### config.mk
export PLATFORM = sky130hd
export DESIGN_NAME = bmmc_ram
export DESIGN_NICKNAME = d
export VERILOG_FILES = /design/src/design/binary_mmc_bit_predictor_defines.svh /design/src/design/bmmc_ram.sv
export SDC_FILE = /design/constraint.sdc
export NUM_CORES = 1
export LEC_CHECK = 0
export BUFFER_PORTS_ARGS = -buffer_cell sky130_fd_sc_hd__buf_2
export CELL_PAD_IN_SITES_DETAIL_PLACEMENT = 0
export CELL_PAD_IN_SITES_GLOBAL_PLACEMENT = 1
export CORE_MARGIN = 1
export CORE_UTILIZATION = 55
export DETAILED_ROUTE_END_ITERATION = 12
export PLACE_DENSITY_LB_ADDON = 0.1
export SLEW_MARGIN = 10
export SYNTH_ARGS = -nofsm -noshare
export SYNTH_HDL_FRONTEND = slang
export SYNTH_SLANG_ARGS = --single-unit
### constraint.sdc
create_clock -name clock -period 2.7 [get_ports clock]
set_input_delay 0.135 -clock clock [delete_from_list [all_inputs] [get_ports clock]]
set_output_delay 0.135 -clock clock [all_outputs]
set_load 0.05 [all_outputs]
### src/design/binary_mmc_bit_predictor_defines.svh
// assertion macros shared by the predictor modules
// depends on nothing; included by the modules that assert
`ifndef BINARY_MMC_BIT_PREDICTOR_DEFINES_SVH
`define BINARY_MMC_BIT_PREDICTOR_DEFINES_SVH

// same-cycle implication, checked outside reset
`define BMMC_ASSERT_IMP(lbl, ante, cons, msg) \
   lbl: assert property (@(posedge clock) disable iff (reset) (ante) |-> (cons)) \
      else $error(msg);

// next-cycle implication, checked outside reset
`define BMMC_ASSERT_NXT(lbl, ante, cons, msg) \
   lbl: assert property (@(posedge clock) disable iff (reset) (ante) |=> (cons)) \
      else $error(msg);

`endif

### src/design/bmmc_ram.sv
// generic single-port-write, single-port-read ram with registered read
// depends on nothing
module bmmc_ram #(
   parameter int WIDTH = 8,
   parameter int DEPTH = 16
) (
   input  logic                     clock,
   input  logic                     wr_en,
   input  logic [$clog2(DEPTH)-1:0] wr_addr,
   input  logic [WIDTH-1:0]         wr_data,
   input  logic                     rd_en,
   input  logic [$clog2(DEPTH)-1:0] rd_addr,
   output logic [WIDTH-1:0]         rd_data
);

   logic [WIDTH-1:0] mem_ff [DEPTH];
   logic [WIDTH-1:0] rd_data_ff;

   always_ff @(posedge clock) begin
      if (wr_en) begin
         mem_ff[wr_addr] <= wr_data;
      end
      if (rd_en) begin
         rd_data_ff <= mem_ff[rd_addr];
      end
   end

   assign rd_data = rd_data_ff;

endmodule

==> Implementation_results.wiki <==
{| class="wikitable"
! Metric !! Value
|-
| MaxCap Viol Count || 0
|-
| Count of input and output buffers || 26
|-
| Final instance area || 6130 sq um
|-
| CTS tree || done
|-
| Setup violation total in the final timing report || 0
|-
| Slew Limit Headroom || between 40 and 50%
|-
| Number of nets in the layout || 293
|-
| Clock skew || 0.00860 ns
|-
| Vias || 2436
|-
| Antenna fix cells || 0
|-
| Routability Congestion || 0.696
|-
| Pin count of the biggest net entering global routing || 24
|-
| Delay of the slowest cell on the worst path || 0.55 ns
|-
| Crit path kind || reg -> reg
|-
| Post-CTS Resized || 0
|-
| Pwr Density || ~820 nW/um^2
|-
| DP Area || 5490 sq um
|-
| Data arrival, critical path || approximately 1.9 ns
|-
| Max Transition Viols Final || 0
|-
| Dpl ws || 0.814 ns
|-
| Sink Count || 136
|-
| Die Width || about 100 um
|-
| Gr usage total || 22.5%
|-
| Post-synth cell types || 18
|-
| DRT iter0 DRCs || 151
|-
| Core outline area || 9240 sq um
|-
| Wire length of the first global-routing pass || ~15000 um
|-
| Number of iterations in the first detailed-routing pass || 4
|-
| Clock buffer depth || 2
|-
| Cell chain of the critical path || mux4_1 > a22oi_1 > nand2_1
|-
| CP Data Required Time || just under 3 ns
|-
| Total congestion overflow after global routing || 0
|-
| Largest voltage drop on the vdd net || 0.600 mV
|-
| Dominant synthesized flop cell || edfxtp_1
|-
| FF+latch count, synth || 136
|-
| Setup WS post-layout || 1.10 ns
|-
| Syn Nets || 248
|-
| Ratio of cells with drive above 1 in the final layout || 28.9%
|-
| Commonest non-fill, non-tap cells in the layout || edfxtp_1 (136), buf_2 (26), mux4_2 (18)
|-
| Initial core utilization || 56.6%
|-
| Critical path's slowest cell || mux4_1
|-
| Run status || complete, no violations
|-
| CTS clk-pin slew, worst paths || roughly 0.06 ns
|-
| Register area share after synthesis || 78.1%
|-
| FMAX || 0.623 GHz
|-
| Synth Instances || 229
|-
| Min-delay worst type || in -> reg
|-
| Type of element launching the critical path || register
|-
| Count of synthesis-stage warnings from yosys || 0
|-
| Final routed wirelength across all metal layers || 9900 um
|-
| Total standard cell area after synthesis || approximately 5200 sq um
|-
| Number of nets with antenna violations after detailed routing || 0
|-
| Clk Tree Root Cell || clkbuf_8
|-
| Worst Setup End Kind || register
|-
| Final hold violation count || 0
|-
| Kind of cell adding the most delay to the critical path || multiplexers
|-
| Vias in the first global route || 2472
|-
| Clock buffers created by TritonCTS || 17
|-
| Core Rows || 35
|-
| Syn_area_per_cell || 22.8 sq um
|-
| Buffers and inverters on the worst path || 0
|-
| Slew @ Worst Pin || 0.793 ns
|-
| Final worst path period share || between 50% and 60%
|-
| Ys async rst share || 0%
|-
| Initial antenna violation count || 0
|-
| Number of synthesized flops with an enable pin || approximately 140
|-
| Synthesis-to-finish area growth || 17.2%
|-
| Die Y || 99.5 um
|-
| Static Leakage || 2.05 nW
|-
| Largest fanout of any net on the critical path || 1
|-
| HPWL after DPL || approximately 6000 um
|-
| Area of the die || between 9000 and 10000 sq um
|-
| Total number of H-tree levels || 4
|-
| Smallest hold slack || 0.0134 ns
|-
| Leading cell type in the layout, fill and taps excluded || edfxtp_1
|-
| Setup repair after global routing missed its margin || false
|-
| Setup TNS Final || 0 ns
|-
| Boundary Pins || 27
|-
| Detailed-route wire length per cell || 23.8 um
|-
| Final period demand of the worst path || around 1.6 ns
|-
| Vias/cell || 5.86
|-
| Worst-Skew Late Latency || 0.52 ns
|-
| Drc violations || 0
|}
## synthesized netlist by cell type (all sizes together) (2+ instances only)
library cell	instances	share of area, %
nor3	4	0.38
nand3b	2	0.29
clkdlybuf4s25	3	0.57
buf	7	1.1
nor2	13	0.93
a22oi	16	2.3
mux4	32	15
nand2b	2	0.24
edfxtp	136	78
nand2	9	0.65
## metrics by stage
step | util, % | total power, mW | std cells
3_3_place_gp | 59.4 | 2.68 | 382
4_1_cts | 66.3 | 5.05 | 416
6_report | 66.3 | 5.02 | 416
3_5_place_dp | 59.4 | 2.69 | 382
2_1_floorplan | - | 2.59 | 229
5_1_grt | 66.3 | 5.15 | 416
## cell families after synthesis
logic type	after synthesis	synth area share (%)
simple gates	35	3.14
compound gates	16	2.30
mux	32	14.8
flops	136	78.1
buf+inv	10	1.65
## worst paths after layout
kind,startpoint,to,slack [ns],cells past startpoint
setup / recovery,mem_ff[9][1]$_DFFE_PP_,rd_data[1]$_DFFE_PP_,1.10,3
hold / removal,wr_data[5],mem_ff[6][5]$_DFFE_PP_,0.01,1
setup reg to reg,mem_ff[9][1]$_DFFE_PP_,rd_data[1]$_DFFE_PP_,1.10,3
hold reg to reg,mem_ff[14][4]$_DFFE_PP_,rd_data[4]$_DFFE_PP_,0.75,3
## power breakdown
part | internal (mW) | leakage [nW] | switching, mW
clock | 1.51 | 0.290 | 0.866
combinational | 0.0886 | 0.522 | 0.162
sequential | 2.38 | 1.24 | 0.0117
## cell type report
type | instances | area (sq um)
Clock inverter | 13 | 191
Multi-Input combinational cell | 83 | 1060
Sequential cell | 136 | 4080
Clock buffer | 19 | 422
Fill cell | 620 | 3110
Tap cell | 129 | 161
Timing Repair Buffer | 36 | 210
## what timing repair did
item / 4_1_cts / 5_1_grt
setup buffers: 0 / 0
hold buffers: 2 / 0
hold endpoints to repair: 13 / 0
## flip-flops by register name, indices dropped and copies added (netlist names)
register  count
rd_data       8
mem_ff      128
## metal layers
| metal | GRT usage, % | share of wire (%) |
|---|---|---|
| met3 | 6.75 | 4.7 |
| met4 | 7.92 | 1.1 |
| met5 | 0 | 0 |
| met1 | 31.4 | 46 |
| met2 | 34.3 | 48 |
No activity file was read; power rests on OpenSTA's default activity.
