### src/design/binary_mmc_bit_predictor_defines.svh
// assertion macros shared by the predictor modules
// depends on nothing; included by the modules that assert
`ifndef BINARY_MMC_BIT_PREDICTOR_DEFINES_SVH
`define BINARY_MMC_BIT_PREDICTOR_DEFINES_SVH

// same-cycle implication, checked outside reset
`define BMMC_ASSERT_IMP(lbl, ante, cons, msg) \
   lbl: assert property (@(posedge clock) disable iff (reset) (ante) |-> (cons)) \
      else $error(msg);

// next-cycle implication, checked outside reset
`define BMMC_ASSERT_NXT(lbl, ante, cons, msg) \
   lbl: assert property (@(posedge clock) disable iff (reset) (ante) |=> (cons)) \
      else $error(msg);

`endif

### src/design/bmmc_pkg.sv
// shared types and constants of the binary mmc bit predictor
// depends on nothing; used by every module of the block but bmmc_ram
package bmmc_pkg;

   localparam int ORDER_WIDTH     = 5;
   localparam int LIMIT_WIDTH     = 18;
   localparam int EPOCH_WIDTH     = 8;
   localparam int CSR_INDEX_WIDTH = 4;

   localparam logic [EPOCH_WIDTH-1:0] EPOCH_MAX   = {EPOCH_WIDTH{1'b1}};
   localparam logic [EPOCH_WIDTH-1:0] EPOCH_FIRST = EPOCH_WIDTH'(1);

   localparam logic [ORDER_WIDTH-1:0] PHASE_RUNNING = 5'd31;
   localparam logic [ORDER_WIDTH-1:0] ORDER_RESET   = 5'd8;
   localparam logic [LIMIT_WIDTH-1:0] LIMIT_RESET   = 18'd100000;

   localparam logic [CSR_INDEX_WIDTH-1:0] CSR_CONTEXT_ORDER = 4'd0;
   localparam logic [CSR_INDEX_WIDTH-1:0] CSR_ENTRY_LIMIT   = 4'd1;

   typedef enum logic [1:0] {
      MODE_FILL,
      MODE_FIRST,
      MODE_PREDICT
   } mode_type;

   // control of the item held in the update stage
   typedef struct packed {
      mode_type                  mode;
      logic                      sample_bit;
      logic                      restart;
      logic [EPOCH_WIDTH-1:0]    epoch;
      logic                      fwd;
   } item_type;

endpackage

### src/design/bmmc_update.sv
// update stage: counter pair decision, write-back, entry count, result register
// depends on bmmc_pkg and the assertion header
`include "binary_mmc_bit_predictor_defines.svh"

module bmmc_update #(
   parameter int MAX_ORDER   = 16,
   parameter int COUNT_WIDTH = 32
) (
   input  logic                                         clock,
   input  logic                                         reset,
   input  logic [bmmc_pkg::LIMIT_WIDTH-1:0]             entry_limit,
   input  logic                                         s1_valid,
   input  bmmc_pkg::item_type                           s1_item,
   input  logic [MAX_ORDER-1:0]                         s1_addr,
   input  logic [bmmc_pkg::EPOCH_WIDTH+2*COUNT_WIDTH-1:0] rd_data,
   output logic                                         s1_done,
   output logic                                         wr_en,
   output logic [MAX_ORDER-1:0]                         wr_addr,
   output logic [bmmc_pkg::EPOCH_WIDTH+2*COUNT_WIDTH-1:0] wr_data,
   output logic                                         rsp_valid,
   input  logic                                         rsp_ready,
   output logic                                         rsp_predicted_bit,
   output logic                                         rsp_prediction_made,
   output logic                                         rsp_warming_up,
   output logic                                         rsp_table_full
);

   localparam int ROW_W = bmmc_pkg::EPOCH_WIDTH + 2 * COUNT_WIDTH;
   localparam logic [COUNT_WIDTH-1:0] COUNT_MAX = {COUNT_WIDTH{1'b1}};

   logic [ROW_W-1:0]                    wr_row_ff, wr_row_in;
   logic [bmmc_pkg::LIMIT_WIDTH-1:0]    entry_count_ff, entry_count_in;
   logic                                rsp_valid_ff, rsp_valid_in;
   logic                                rsp_pred_ff, rsp_made_ff, rsp_warm_ff, rsp_full_ff;

   logic [ROW_W-1:0]                    row_sel;
   logic                                hit;
   logic [COUNT_WIDTH-1:0]              c0, c1, n0, n1, gcnt, obs;
   logic                                guess;
   logic [bmmc_pkg::LIMIT_WIDTH-1:0]    cnt_base, cnt_new;
   logic                                can_create;
   logic                                do_write, made, pred, warm, full;

   assign s1_done = s1_valid && (!rsp_valid_ff || rsp_ready);

   assign row_sel = s1_item.fwd ? wr_row_ff : rd_data;
   // rows tagged with an older epoch read as cleared
   assign hit  = (row_sel[ROW_W-1 -: bmmc_pkg::EPOCH_WIDTH] == s1_item.epoch);
   assign c0   = hit ? row_sel[COUNT_WIDTH-1:0] : '0;
   assign c1   = hit ? row_sel[2*COUNT_WIDTH-1:COUNT_WIDTH] : '0;
   assign guess = !(c0 > c1);
   assign gcnt  = guess ? c1 : c0;
   assign obs   = s1_item.sample_bit ? c1 : c0;

   assign cnt_base   = s1_item.restart ? '0 : entry_count_ff;
   assign can_create = (cnt_base < entry_limit);

   always_comb begin
      n0       = c0;
      n1       = c1;
      do_write = 1'b0;
      made     = 1'b0;
      pred     = 1'b0;
      warm     = 1'b0;
      cnt_new  = cnt_base;
      unique case (s1_item.mode)
         bmmc_pkg::MODE_FILL: begin
            warm = 1'b1;
         end
         bmmc_pkg::MODE_FIRST, bmmc_pkg::MODE_PREDICT: begin
            warm = (s1_item.mode == bmmc_pkg::MODE_FIRST);
            if ((s1_item.mode == bmmc_pkg::MODE_FIRST) || (gcnt == '0)) begin
               if (can_create) begin
                  do_write = 1'b1;
                  cnt_new  = cnt_base + 1'b1;
                  if (s1_item.sample_bit) begin
                     n1 = COUNT_WIDTH'(1);
                  end else begin
                     n0 = COUNT_WIDTH'(1);
                  end
               end
            end else begin
               made     = 1'b1;
               pred     = guess;
               do_write = 1'b1;
               if (obs != COUNT_MAX) begin
                  if (s1_item.sample_bit) begin
                     n1 = c1 + 1'b1;
                  end else begin
                     n0 = c0 + 1'b1;
                  end
               end
            end
         end
         default: begin
            warm = 1'b1;
         end
      endcase
   end

   assign full    = (cnt_new >= entry_limit);
   assign wr_en   = s1_done && do_write;
   assign wr_addr = s1_addr;
   assign wr_data = {s1_item.epoch, n1, n0};

   always_comb begin
      wr_row_in      = wr_row_ff;
      entry_count_in = entry_count_ff;
      rsp_valid_in   = rsp_valid_ff;
      if (rsp_ready) begin
         rsp_valid_in = 1'b0;
      end
      if (s1_done) begin
         entry_count_in = cnt_new;
         rsp_valid_in   = 1'b1;
         if (do_write) begin
            wr_row_in = wr_data;
         end
      end
   end

   always_ff @(posedge clock) begin
      if (reset) begin
         entry_count_ff <= '0;
         rsp_valid_ff   <= 1'b0;
      end else begin
         entry_count_ff <= entry_count_in;
         rsp_valid_ff   <= rsp_valid_in;
      end
   end

   always_ff @(posedge clock) begin
      wr_row_ff <= wr_row_in;
      if (s1_done) begin
         rsp_pred_ff <= pred;
         rsp_made_ff <= made;
         rsp_warm_ff <= warm;
         rsp_full_ff <= full;
      end
   end

   assign rsp_valid           = rsp_valid_ff;
   assign rsp_predicted_bit   = rsp_pred_ff;
   assign rsp_prediction_made = rsp_made_ff;
   assign rsp_warming_up      = rsp_warm_ff;
   assign rsp_table_full      = rsp_full_ff;

   `BMMC_ASSERT_NXT(a_count_step, 1'b1,
      (entry_count_ff == $past(entry_count_ff)) ||
      (entry_count_ff == $past(entry_count_ff) + 1'b1) || (entry_count_ff == '0),
      "entry count moved by more than one")
   `BMMC_ASSERT_IMP(a_made_not_warm, rsp_valid_ff && rsp_made_ff, !rsp_warm_ff,
      "prediction reported during warm-up")

endmodule

### config.mk
export PLATFORM = sky130hd
export DESIGN_NAME = bmmc_update
export DESIGN_NICKNAME = d
export VERILOG_FILES = /design/src/design/bmmc_pkg.sv /design/src/design/bmmc_update.sv
export VERILOG_INCLUDE_DIRS = /design/src /design/src/design
export SDC_FILE = /design/constraint.sdc
export NUM_CORES = 1
export LEC_CHECK = 0
export BUFFER_PORTS_ARGS = -buffer_cell sky130_fd_sc_hd__buf_2
export CORE_ASPECT_RATIO = 1.2
export CORE_MARGIN = 2
export CORE_UTILIZATION = 40
export CTS_CLUSTER_SIZE = 30
export DETAILED_ROUTE_END_ITERATION = 8
export PLACE_DENSITY = 0.71
export RECOVER_POWER = 50
export REMOVE_ABC_BUFFERS = 1
export SYNTH_ARGS = -nofsm -noshare
export SYNTH_HDL_FRONTEND = slang
export SYNTH_SLANG_ARGS = --single-unit
### constraint.sdc
create_clock -name clock -period 37.1 [get_ports clock]
set_input_delay 7.42 -clock clock [delete_from_list [all_inputs] [get_ports clock]]
set_output_delay 7.42 -clock clock [all_outputs]
set_load 0.05 [all_outputs]
==> metrics.yaml <==
status: "complete, but fails checks"
violations: "max-capacitance violations, max-slew violations"
rows: 62
fin_nets: 1495
worst_path_most_repeated_cell: "or4_1"
ys_top_cells_by_count: "nand2_1, nor2_1, edfxtp_1, ha_1, nand3_1"
initial_utilization_pct: 40.8
root_buffer: "clkbuf_16"
slowest_stage: "and4_1"
wl_per_cell_um: 21.3
worstSetupPathType: "input port to primary output"
ant_nets: 0
p_total_w: 0.000291
worst_ir_drop_vdd_mv: 0.0204
cts_setup_buffers: 0
maxSlewViolCount: 147
p_int_w: 0.000200
pin_count: 218
ys_seq_elements: 95
synth_top_area_cell: "edfxtp_1"
path_max_fanout: 37
p_leak_nw: 4.57
grt_use_met1_pct: 29.4
min_period_ns: 23.18
wl_um: 34600
die_area_mm2: 0.0257
firstDrtPassIters: 8
async_flop_share_pct: 0
power_density_mw_per_mm2: 26.5
ff2ff_path_depth: 14
grt_use_met2_pct: 44.7
swShare_pct: 31.2
drt_iter0_markers: 990
cap_violations: 2
seq_power_share_pct: 43.0
cts_made_buffers: 9
coreArea_mm2: 0.0240
synth_most_common_cell: "nand2_1"
max_freq_mhz: 43.1
yosys_most_used_dff: "edfxtp_1"
hold_viol_final: 0
grt_pass1_vias: 9909
finalSetupViolCount: 0
cpPeakStageDelay_ns: 1.21
drive_gt1_share_pct: 18.0
cts_hold_buf: 0
worstMarginPinSlew_ns: 4.21
fp.dieW_um: 147
holdCritPathClass: "register to register"
setup_slack_ns: 13.92
setup.worst_path.end_class: "primary output"
diodes: 0
fin_worst_skew_ns: 0.0133
die_y_um: 175
syn_area_mm2: 0.00979
final_util_pct: 45.8
syn_to_final_growth_pct: 12.1
cp.required_ns: 29.68
clockBufferDepth: 2
synth-edff-count: 76
drc_errors: 0
antenna_found_initial: 0
yosysSeqAreaShare_pct: 27.2
synth_cell_types: 82
pwr-share-clk_pct: 34.7
cp-start-kind: "input port"
pre_cts_slack_ns: 15.78
cts_resized: 0
globalplace.congestion: 0.945
grt_usage_pct: 26.3
ys_warn_count: 0
grt_pass1_wl_um: 53000
grt_setup_unrepaired: "no"
hold_path_depth: 2
path_cells: "clkbuf_1 -> mux2i_1 -> xnor2_1 -> or4_1 -> nor2_1 -> nand2_1 -> ha_1 -> nand4_1 -> or4_1 -> nor4b_1 -> a31oi_1 -> o211ai_1 -> and4_1 -> nand2_1 -> or4_1 -> a31oi_1 -> buf_2"
viasPerCell: 6.21
slew_headroom_pct: -181
cts_tree: "done"
insertion_delay_ns: 0.37
clkSinkCount: 95
power_switching_w: 0.0000910
dp.cells: 1608
grt_most_used_layer: "met2"
stdcell_count: 1624
dp_hpwl_um: 26600
synth_area_leaders: "edfxtp_1, ha_1, mux2i_1, nand2_1, dfxtp_1"
fin_tns_setup_ns: 0
syn_inst: 1181
gr-total-overflow: 0
clk_pin_slew_ns: 0.07
crit_arrival_ns: 15.76
io_buffers: 185
avgSynthCellArea_um2: 8.29
synth.top_cell.area_share_pct: 23.3
grt_max_degree: 77
via_count: 10100
use_met3_pct: 5.48
min_period_over_period_pct: 62.5
cts_max_level: 3
combPwrFrac_pct: 22.3
critical path, delay by kind of cell:
kind,cells,cell delay [ns]
simple gates,9,5.62
fa+ha+maj,1,0.41
compound gates,3,0.50
mux,1,0.33
xor+xnor,1,0.13
buf+inv,2,1.30
final timing paths:
kind / from / endpoint / slack [ns]
setup / recovery: s1_item[0] / wr_data[28] / 13.92
hold / removal: rsp_valid / rsp_valid / 0.50
setup reg to reg: wr_row_ff[70] / wr_row_ff[40] / 28.01
hold reg to reg: rsp_valid / rsp_valid / 0.50
layout make-up:
cell class                      instances  area (um^2)
Timing Repair Buffer                  198          990
Multi-Input combinational cell        944         6410
Inverter                               51          191
Clock inverter                          3         18.8
Tap cell                              320          400
Fill cell                            2374        13000
Sequential cell                        95         2660
Clock buffer                           13          303
placed cells by master, fill, tap and decap left out, types with 5 or more instances in the layout:
cell | synthesis | routed
nor2_1 | 96 | 97
xnor2_1 | 22 | 22
mux2_2 | 28 | 24
o211ai_1 | 33 | 33
or3_1 | 13 | 13
and3_1 | 21 | 22
mux2i_1 | 54 | 54
o22ai_1 | 7 | 7
buf_4 | 25 | 9
nand2_1 | 114 | 114
clkbuf_1 | 33 | 19
or4_1 | 31 | 31
nor4b_1 | 6 | 5
mux2_1 | 1 | 5
nor3_1 | 22 | 22
nand3b_1 | 8 | 8
clkbuf_16 | 0 | 11
buf_2 | 16 | 170
nand4b_1 | 7 | 7
o21a_1 | 18 | 18
and2_1 | 7 | 7
nand2b_1 | 11 | 11
nand4_1 | 40 | 40
o31ai_1 | 5 | 5
o21ai_0 | 38 | 40
edfxtp_1 | 76 | 76
nor4_1 | 32 | 31
nor2b_1 | 27 | 27
a21o_1 | 12 | 12
dfxtp_1 | 19 | 19
nand3_1 | 68 | 68
inv_1 | 51 | 51
a21oi_1 | 64 | 64
a31oi_1 | 9 | 9
ha_1 | 73 | 72
sequential cells by signal (all words and copies together) (netlist names):
name and flops:
wr_row_ff 72, entry_count_ff 18, rsp_predicted_bit 1, rsp_valid 1
rsp_prediction_made 1, rsp_warming_up 1, rsp_table_full 1
through the flow:
step / hold slack, ns / area, um^2
2_1_floorplan: 0.448 / 9260
3_3_place_gp: 0.471 / 10700
3_5_place_dp: 0.489 / 10700
4_1_cts: 0.500 / 11000
5_1_grt: 0.544 / 11000
6_report: 0.497 / 11000
kinds of logic after synthesis:
group                      Yosys count  share of synthesized area [%]
xor gates and xnor gates            23                           2.06
buffers and inverters              142                           7.36
and+or+nand+nor                    531                           29.3
adders and majority gates           73                           9.33
AOI/OAI and AO/OA                  233                           15.7
muxes                               84                           9.01
DFF                                 95                           27.2
power groups by stage:
stage / registers [W] / logic [W] / clock network [W]
floorplan: 0.000127 / 0.0000344 / 0
global route: 0.000126 / 0.0000699 / 0.000106
finish: 0.000125 / 0.0000649 / 0.000101
detailed placement: 0.000127 / 0.0000640 / 0
global placement: 0.000127 / 0.0000631 / 0
CTS: 0.000124 / 0.0000643 / 0.000103
metal layers:
metal  routed length [um]  vias up
li1                     -     4664
met1                12600     4709
met2                16600      557
met3                 2950      149
met4                 2460        0
met5                    0        -
Note: power is estimated with default switching activity, not from simulation.
