--- config.mk ---
export PLATFORM = sky130hd
export DESIGN_NAME = bmmc_front
export DESIGN_NICKNAME = d
export VERILOG_FILES = /design/src/design/bmmc_pkg.sv /design/src/design/bmmc_front.sv
export VERILOG_INCLUDE_DIRS = /design/src /design/src/design
export SDC_FILE = /design/constraint.sdc
export NUM_CORES = 1
export LEC_CHECK = 0
export CAP_MARGIN = 30
export CELL_PAD_IN_SITES_DETAIL_PLACEMENT = 2
export CELL_PAD_IN_SITES_GLOBAL_PLACEMENT = 2
export CORE_UTILIZATION = 27
export DETAILED_ROUTE_END_ITERATION = 10
export DONT_BUFFER_PORTS = 1
export GPL_ROUTABILITY_DRIVEN = 0
export PLACE_DENSITY_LB_ADDON = 0.1
export SETUP_SLACK_MARGIN = 0.15
export SYNTH_ARGS = -nofsm -noshare
export SYNTH_HDL_FRONTEND = slang
export SYNTH_SLANG_ARGS = --single-unit
--- constraint.sdc ---
create_clock -name clock -period 2.71 [get_ports clock]
set_clock_uncertainty 0.15 [all_clocks]
set_input_delay 0.271 -clock clock [delete_from_list [all_inputs] [get_ports clock]]
set_output_delay 0.271 -clock clock [all_outputs]
set_load 0.01 [all_outputs]
--- src/design/binary_mmc_bit_predictor_defines.svh ---
// assertion macros shared by the predictor modules
// depends on nothing; included by the modules that assert
`ifndef BINARY_MMC_BIT_PREDICTOR_DEFINES_SVH
`define BINARY_MMC_BIT_PREDICTOR_DEFINES_SVH

// same-cycle implication, checked outside reset
`define BMMC_ASSERT_IMP(lbl, ante, cons, msg) \
   lbl: assert property (@(posedge clock) disable iff (reset) (ante) |-> (cons)) \
      else $error(msg);

// next-cycle implication, checked outside reset
`define BMMC_ASSERT_NXT(lbl, ante, cons, msg) \
   lbl: assert property (@(posedge clock) disable iff (reset) (ante) |=> (cons)) \
      else $error(msg);

`endif

--- src/design/bmmc_pkg.sv ---
// shared types and constants of the binary mmc bit predictor
// depends on nothing; used by every module of the block but bmmc_ram
package bmmc_pkg;

   localparam int ORDER_WIDTH     = 5;
   localparam int LIMIT_WIDTH     = 18;
   localparam int EPOCH_WIDTH     = 8;
   localparam int CSR_INDEX_WIDTH = 4;

   localparam logic [EPOCH_WIDTH-1:0] EPOCH_MAX   = {EPOCH_WIDTH{1'b1}};
   localparam logic [EPOCH_WIDTH-1:0] EPOCH_FIRST = EPOCH_WIDTH'(1);

   localparam logic [ORDER_WIDTH-1:0] PHASE_RUNNING = 5'd31;
   localparam logic [ORDER_WIDTH-1:0] ORDER_RESET   = 5'd8;
   localparam logic [LIMIT_WIDTH-1:0] LIMIT_RESET   = 18'd100000;

   localparam logic [CSR_INDEX_WIDTH-1:0] CSR_CONTEXT_ORDER = 4'd0;
   localparam logic [CSR_INDEX_WIDTH-1:0] CSR_ENTRY_LIMIT   = 4'd1;

   typedef enum logic [1:0] {
      MODE_FILL,
      MODE_FIRST,
      MODE_PREDICT
   } mode_type;

   // control of the item held in the update stage
   typedef struct packed {
      mode_type                  mode;
      logic                      sample_bit;
      logic                      restart;
      logic [EPOCH_WIDTH-1:0]    epoch;
      logic                      fwd;
   } item_type;

endpackage

--- src/design/bmmc_front.sv ---
// input side: context, warm-up phase, epoch, clearing pass and table read issue
// depends on bmmc_pkg and the assertion header
`include "binary_mmc_bit_predictor_defines.svh"

module bmmc_front #(
   parameter int MAX_ORDER = 16
) (
   input  logic                                clock,
   input  logic                                reset,
   input  logic [bmmc_pkg::ORDER_WIDTH-1:0]    cfg_order,
   input  logic                                req_valid,
   output logic                                req_ready,
   input  logic                                req_sample_bit,
   input  logic                                req_restart,
   input  logic                                s1_done,
   input  logic                                upd_wr_en,
   input  logic [MAX_ORDER-1:0]                upd_wr_addr,
   output logic                                s1_valid,
   output bmmc_pkg::item_type                  s1_item,
   output logic [MAX_ORDER-1:0]                s1_addr,
   output logic                                rd_en,
   output logic [MAX_ORDER-1:0]                rd_addr,
   output logic                                sweep_wr_en,
   output logic [MAX_ORDER-1:0]                sweep_wr_addr
);

   localparam logic ST_RUN   = 1'b0;
   localparam logic ST_SWEEP = 1'b1;
   localparam logic [bmmc_pkg::ORDER_WIDTH-1:0] ORDER_TOP =
      bmmc_pkg::ORDER_WIDTH'(MAX_ORDER);

   logic                                state_ff, state_in;
   logic [MAX_ORDER-1:0]                sweep_cnt_ff, sweep_cnt_in;
   logic [bmmc_pkg::EPOCH_WIDTH-1:0]    epoch_ff, epoch_in;
   logic [MAX_ORDER-1:0]                context_ff, context_in;
   logic [bmmc_pkg::ORDER_WIDTH-1:0]    phase_ff, phase_in;
   logic                                s1_valid_ff, s1_valid_in;
   bmmc_pkg::item_type                  s1_item_ff, s1_item_in;
   logic [MAX_ORDER-1:0]                s1_addr_ff, s1_addr_in;

   logic [bmmc_pkg::ORDER_WIDTH-1:0]    ord;
   logic [MAX_ORDER-1:0]                ord_mask;
   logic [MAX_ORDER-1:0]                ctx_base;
   logic [bmmc_pkg::ORDER_WIDTH-1:0]    ph_base;
   logic [MAX_ORDER:0]                  ctx_shift;
   logic                                wrap_hold;
   logic                                accept;
   logic                                sweep_start;
   bmmc_pkg::mode_type                  mode;
   logic [bmmc_pkg::ORDER_WIDTH-1:0]    phase_step;

   always_comb begin
      if (cfg_order == '0) begin
         ord = bmmc_pkg::ORDER_WIDTH'(1);
      end else if (cfg_order > ORDER_TOP) begin
         ord = ORDER_TOP;
      end else begin
         ord = cfg_order;
      end
      for (int i = 0; i < MAX_ORDER; i++) begin
         ord_mask[i] = (bmmc_pkg::ORDER_WIDTH'(i) < ord);
      end
   end

   assign ctx_base  = req_restart ? '0 : context_ff;
   assign ph_base   = req_restart ? '0 : phase_ff;
   assign ctx_shift = {ctx_base, req_sample_bit};

   always_comb begin
      phase_step = ph_base;
      if (ph_base != bmmc_pkg::PHASE_RUNNING) begin
         if (ph_base < ord) begin
            mode       = bmmc_pkg::MODE_FILL;
            phase_step = ph_base + 1'b1;
         end else begin
            mode       = bmmc_pkg::MODE_FIRST;
            phase_step = bmmc_pkg::PHASE_RUNNING;
         end
      end else begin
         mode = bmmc_pkg::MODE_PREDICT;
      end
   end

   // a restart that would wrap the epoch waits for a clearing pass
   assign wrap_hold   = req_restart && (epoch_ff == bmmc_pkg::EPOCH_MAX);
   assign req_ready   = (state_ff == ST_RUN) && !wrap_hold && (!s1_valid_ff || s1_done);
   assign accept      = req_valid && req_ready;
   assign sweep_start = (state_ff == ST_RUN) && req_valid && wrap_hold && !s1_valid_ff;

   always_comb begin
      state_in     = state_ff;
      sweep_cnt_in = sweep_cnt_ff;
      epoch_in     = epoch_ff;
      context_in   = context_ff;
      phase_in     = phase_ff;
      s1_valid_in  = s1_valid_ff;
      s1_item_in   = s1_item_ff;
      s1_addr_in   = s1_addr_ff;

      if (s1_done) begin
         s1_valid_in = 1'b0;
      end

      unique case (state_ff)
         ST_SWEEP: begin
            sweep_cnt_in = sweep_cnt_ff + 1'b1;
            if (&sweep_cnt_ff) begin
               state_in = ST_RUN;
               epoch_in = bmmc_pkg::EPOCH_FIRST;
            end
         end
         ST_RUN: begin
            if (sweep_start) begin
               state_in     = ST_SWEEP;
               sweep_cnt_in = '0;
            end
         end
         default: begin
            state_in = ST_SWEEP;
         end
      endcase

      if (accept) begin
         if (req_restart) begin
            epoch_in = epoch_ff + 1'b1;
         end
         context_in            = ctx_shift[MAX_ORDER-1:0] & ord_mask;
         phase_in              = phase_step;
         s1_valid_in           = 1'b1;
         s1_addr_in            = ctx_base;
         s1_item_in.mode       = mode;
         s1_item_in.sample_bit = req_sample_bit;
         s1_item_in.restart    = req_restart;
         s1_item_in.epoch      = req_restart ? epoch_ff + 1'b1 : epoch_ff;
         // row written back this very cycle: ram still returns old data
         s1_item_in.fwd        = upd_wr_en && (upd_wr_addr == ctx_base);
      end
   end

   always_ff @(posedge clock) begin
      if (reset) begin
         state_ff     <= ST_SWEEP;
         sweep_cnt_ff <= '0;
         epoch_ff     <= '0;
         context_ff   <= '0;
         phase_ff     <= '0;
         s1_valid_ff  <= 1'b0;
      end else begin
         state_ff     <= state_in;
         sweep_cnt_ff <= sweep_cnt_in;
         epoch_ff     <= epoch_in;
         context_ff   <= context_in;
         phase_ff     <= phase_in;
         s1_valid_ff  <= s1_valid_in;
      end
   end

   always_ff @(posedge clock) begin
      s1_item_ff <= s1_item_in;
      s1_addr_ff <= s1_addr_in;
   end

   assign s1_valid      = s1_valid_ff;
   assign s1_item       = s1_item_ff;
   assign s1_addr       = s1_addr_ff;
   assign rd_en         = accept;
   assign rd_addr       = ctx_base;
   assign sweep_wr_en   = (state_ff == ST_SWEEP);
   assign sweep_wr_addr = sweep_cnt_ff;

   `BMMC_ASSERT_IMP(a_no_accept_in_sweep, state_ff == ST_SWEEP, !accept,
      "input transfer during clearing pass")
   `BMMC_ASSERT_IMP(a_epoch_live, state_ff == ST_RUN, epoch_ff != '0,
      "epoch zero outside clearing pass")
   `BMMC_ASSERT_IMP(a_no_wrap, accept && req_restart, epoch_ff != bmmc_pkg::EPOCH_MAX,
      "epoch wrapped without clearing pass")

endmodule

==> flow_metrics.py <==
metrics = {
    "status": {
        "status": "finished, final reports clean",
    },
    "timing": {
        "min_period_ps": 2340,
        "hold_viol": 0,
        "rsz0062_at_grt": "false",
        "slew_viol_final": 0,
        "setup_violations": 0,
        "worst_pin_slew_ps": 610,
        "fmax_mhz": 428,
        "period_share_pct": 86.2,
        "max_slew_margin_pct": 59.2,
        "timing.setup.tns_ps": 0,
        "fin_ws_ps": 375,
    },
    "synthesis": {
        "yosys-top-cells-area": "dfxtp_1 24%, edfxtp_1 22%, a21oi_1 4.3%",
        "synth.avg_cell_area_um2": 9.20,
        "synth_edf_count": 29,
        "synthFlopType": "dfxtp_1",
        "syn_inst": 426,
        "synth_top_cells_by_count": "47 x dfxtp_1, 45 x nor2_1, 41 x nand2_1",
        "ys_seq_elements": 76,
        "ys.warnings.count": 0,
        "synth_fp_nets": 462,
        "seq_area_frac_synth_pct": 46.2,
        "synth.top_cell.area_share_pct": 24.0,
        "async_reset_ff_share_pct": 0,
        "synth.cell_area_mm2": 0.00392,
        "synth_area_leader_cell": "dfxtp_1",
        "synth_most_common_cell": "dfxtp_1",
        "synth_cell_types": 60,
    },
    "clocking": {
        "h-tree-depth": 3,
        "cts.path.max_buffers": 2,
        "cts_resized": 0,
        "clkSinkCount": 76,
        "clk_pin_slew_worst_paths_ps": 50,
        "post_cts_buffers": 0,
        "postCtsHoldBufs": 4,
        "cts_tree": "done",
        "root_buffer": "clkbuf_16",
        "cts-buffers-inserted": 9,
        "clk_latency_ps": 340,
    },
    "power": {
        "clockPowerShare_pct": 48.8,
        "switchingPower_mw": 0.507,
        "p_leak_nw": 1.46,
        "irDropWorstVdd_mv": 0.285,
        "intPower_mw": 1.96,
        "p_per_area_mw_per_mm2": 558,
        "switching_share_pct": 20.5,
        "seqPwrFrac_pct": 48.2,
        "p_comb_share_pct": 2.9,
        "power.total_mw": 2.47,
    },
    "cells_and_area": {
        "multi_input_area_mm2": 0.00194,
        "syn_to_final_growth_pct": 12.8,
        "final_nets": 454,
        "ff_latch_area_mm2": 0.00181,
        "diodes": 0,
        "fill_cells": 1549,
        "fin_area_mm2": 0.00442,
        "drive_gt1_share_pct": 8.98,
    },
    "place": {
        "place_area_mm2": 0.00406,
        "dp_slack_ps": 417,
        "dpl.hpwl_mm": 8.27,
        "port_buffers": 0,
    },
    "routing": {
        "drt-vias-per-instance": 5.38,
        "drtIter0Drc": 119,
        "post_drt_wl_per_cell_um": 19.8,
        "drcViolationCount": 0,
        "wl_met1_mm": 5.05,
        "postRouteAntennaNets": 0,
        "routed_wl_mm": 11.9,
        "vias": 3243,
        "first_pass_iters": 4,
        "wl_met2_mm": 6.12,
        "wl_met3_um": 553,
        "top_layer_used": "met4",
    },
    "die": {
        "fp-row-count": 43,
        "fp.coreArea_mm2": 0.0140,
        "dieArea_mm2": 0.0150,
        "start_util_pct": 27.9,
        "ios": 93,
        "dieHeight_um": 123,
        "dieWidth_um": 123,
    },
    "critical_path": {
        "max_stage_delay_ps": 430,
        "crit_type": "flop to output port",
        "end_kind": "output port",
        "path_cells": "ha_1, nand4_1, nor2_2, nor2_1",
        "cp_max_fo": 9,
        "worstPathArrival_ps": 1910,
        "cp_slowest_cell": "dfxtp_1",
        "worst-path-buf-inv": 0,
        "crit_family": "simple AND/OR/NAND/NOR gates",
        "cp.required_ps": 2290,
        "r2r-start": "phase_ff[1]$_SDFFE_PP0P_",
        "worstSetupStartpointType": "flop",
        "startpoint": "epoch_ff[0]$_SDFF_PP0_",
    },
    "hold_path": {
        "hold_class": "primary input to flop",
        "min_from": "req_restart",
    },
    "global_routing": {
        "track_usage_pct": 16.5,
        "grt.overflow.total": 0,
        "grt_max_degree": 49,
        "grt_pass1_wl_mm": 18.7,
        "antenna_found_initial": 0,
        "grt_pass1_vias": 3517,
    },
    "run": {
        "drv_cap": 0,
    },
}
final timing paths:
check	end	slack (ps)	cells past startpoint
min	s1_addr[15]$_DFFE_PP_	30	1
max reg2reg	phase_ff[0]$_SDFFE_PP0P_	420	7
min reg2reg	phase_ff[0]$_SDFFE_PP0P_	300	2
max	req_ready	370	4
sequential cells by signal, summed over array words and instances (netlist names):
name,cells
context_ff,16
epoch_ff,8
phase_ff,5
s1_addr,16
s1_item,13
s1_valid,1
sweep_wr_addr,16
sweep_wr_en,1
cell usage in the layout, fill, tap and decap left out, types with 7 or more instances in the layout:
cell type  Yosys  layout
a21oi_1       34      34
a311oi_1      16      16
clkbuf_16      0       9
dfxtp_1       47      47
edfxtp_1      29      29
ha_1           8       8
inv_1         12      11
nand2_1       41      41
nand3_1       14      14
nand4_1        7       7
nor2_1        45      45
nor2b_1       18      18
nor3_1        10      10
nor3b_1        7       7
o21ai_0       10      10
xnor2_1       10      10
final cells by class:
| type | count | area share, % |
|---|---|---|
| Timing Repair Buffer | 8 | 2.26 |
| Tap cell | 180 | 5.09 |
| Clock buffer | 16 | 6.82 |
| Inverter | 12 | 1.02 |
| Multi-Input combinational cell | 311 | 43.8 |
| Sequential cell | 76 | 41.0 |
per-layer routing:
| metal | global-route usage, % | up-vias |
|---|---|---|
| met4 | 7.24 | 0 |
| met3 | 3.95 | 13 |
| li1 | - | 1556 |
| met2 | 29.5 | 70 |
| met5 | 0 | - |
| met1 | 18.5 | 1604 |
stage by stage:
step,util [%],instances,hold slack [ps]
detailed placement,28.9,583,194
finish,31.5,603,26.5
floorplan,-,426,220
global route,31.5,603,17.6
global placement,28.9,583,193
CTS,31.5,603,9.53
power by group through the flow:
stage	Combinational (mW)	Clock, mW	Sequential (mW)
after CTS	0.0744	1.26	1.19
after detailed placement	0.0518	0	1.22
final	0.0724	1.21	1.19
after global placement	0.0508	0	1.21
after floorplan	0.0680	0	1.21
after global routing	0.0823	1.29	1.19
kinds of logic after synthesis:
logic type / Yosys count / synth area share [%]
AOI/OAI and AO/OA: 102 / 17.7
xor gates and xnor gates: 15 / 3.35
adders and majority gates: 8 / 2.55
buffers and inverters: 39 / 4.37
DFF: 76 / 46.2
muxes: 6 / 1.63
and+or+nand+nor: 180 / 24.2
Power figures use the tool's default switching activity.
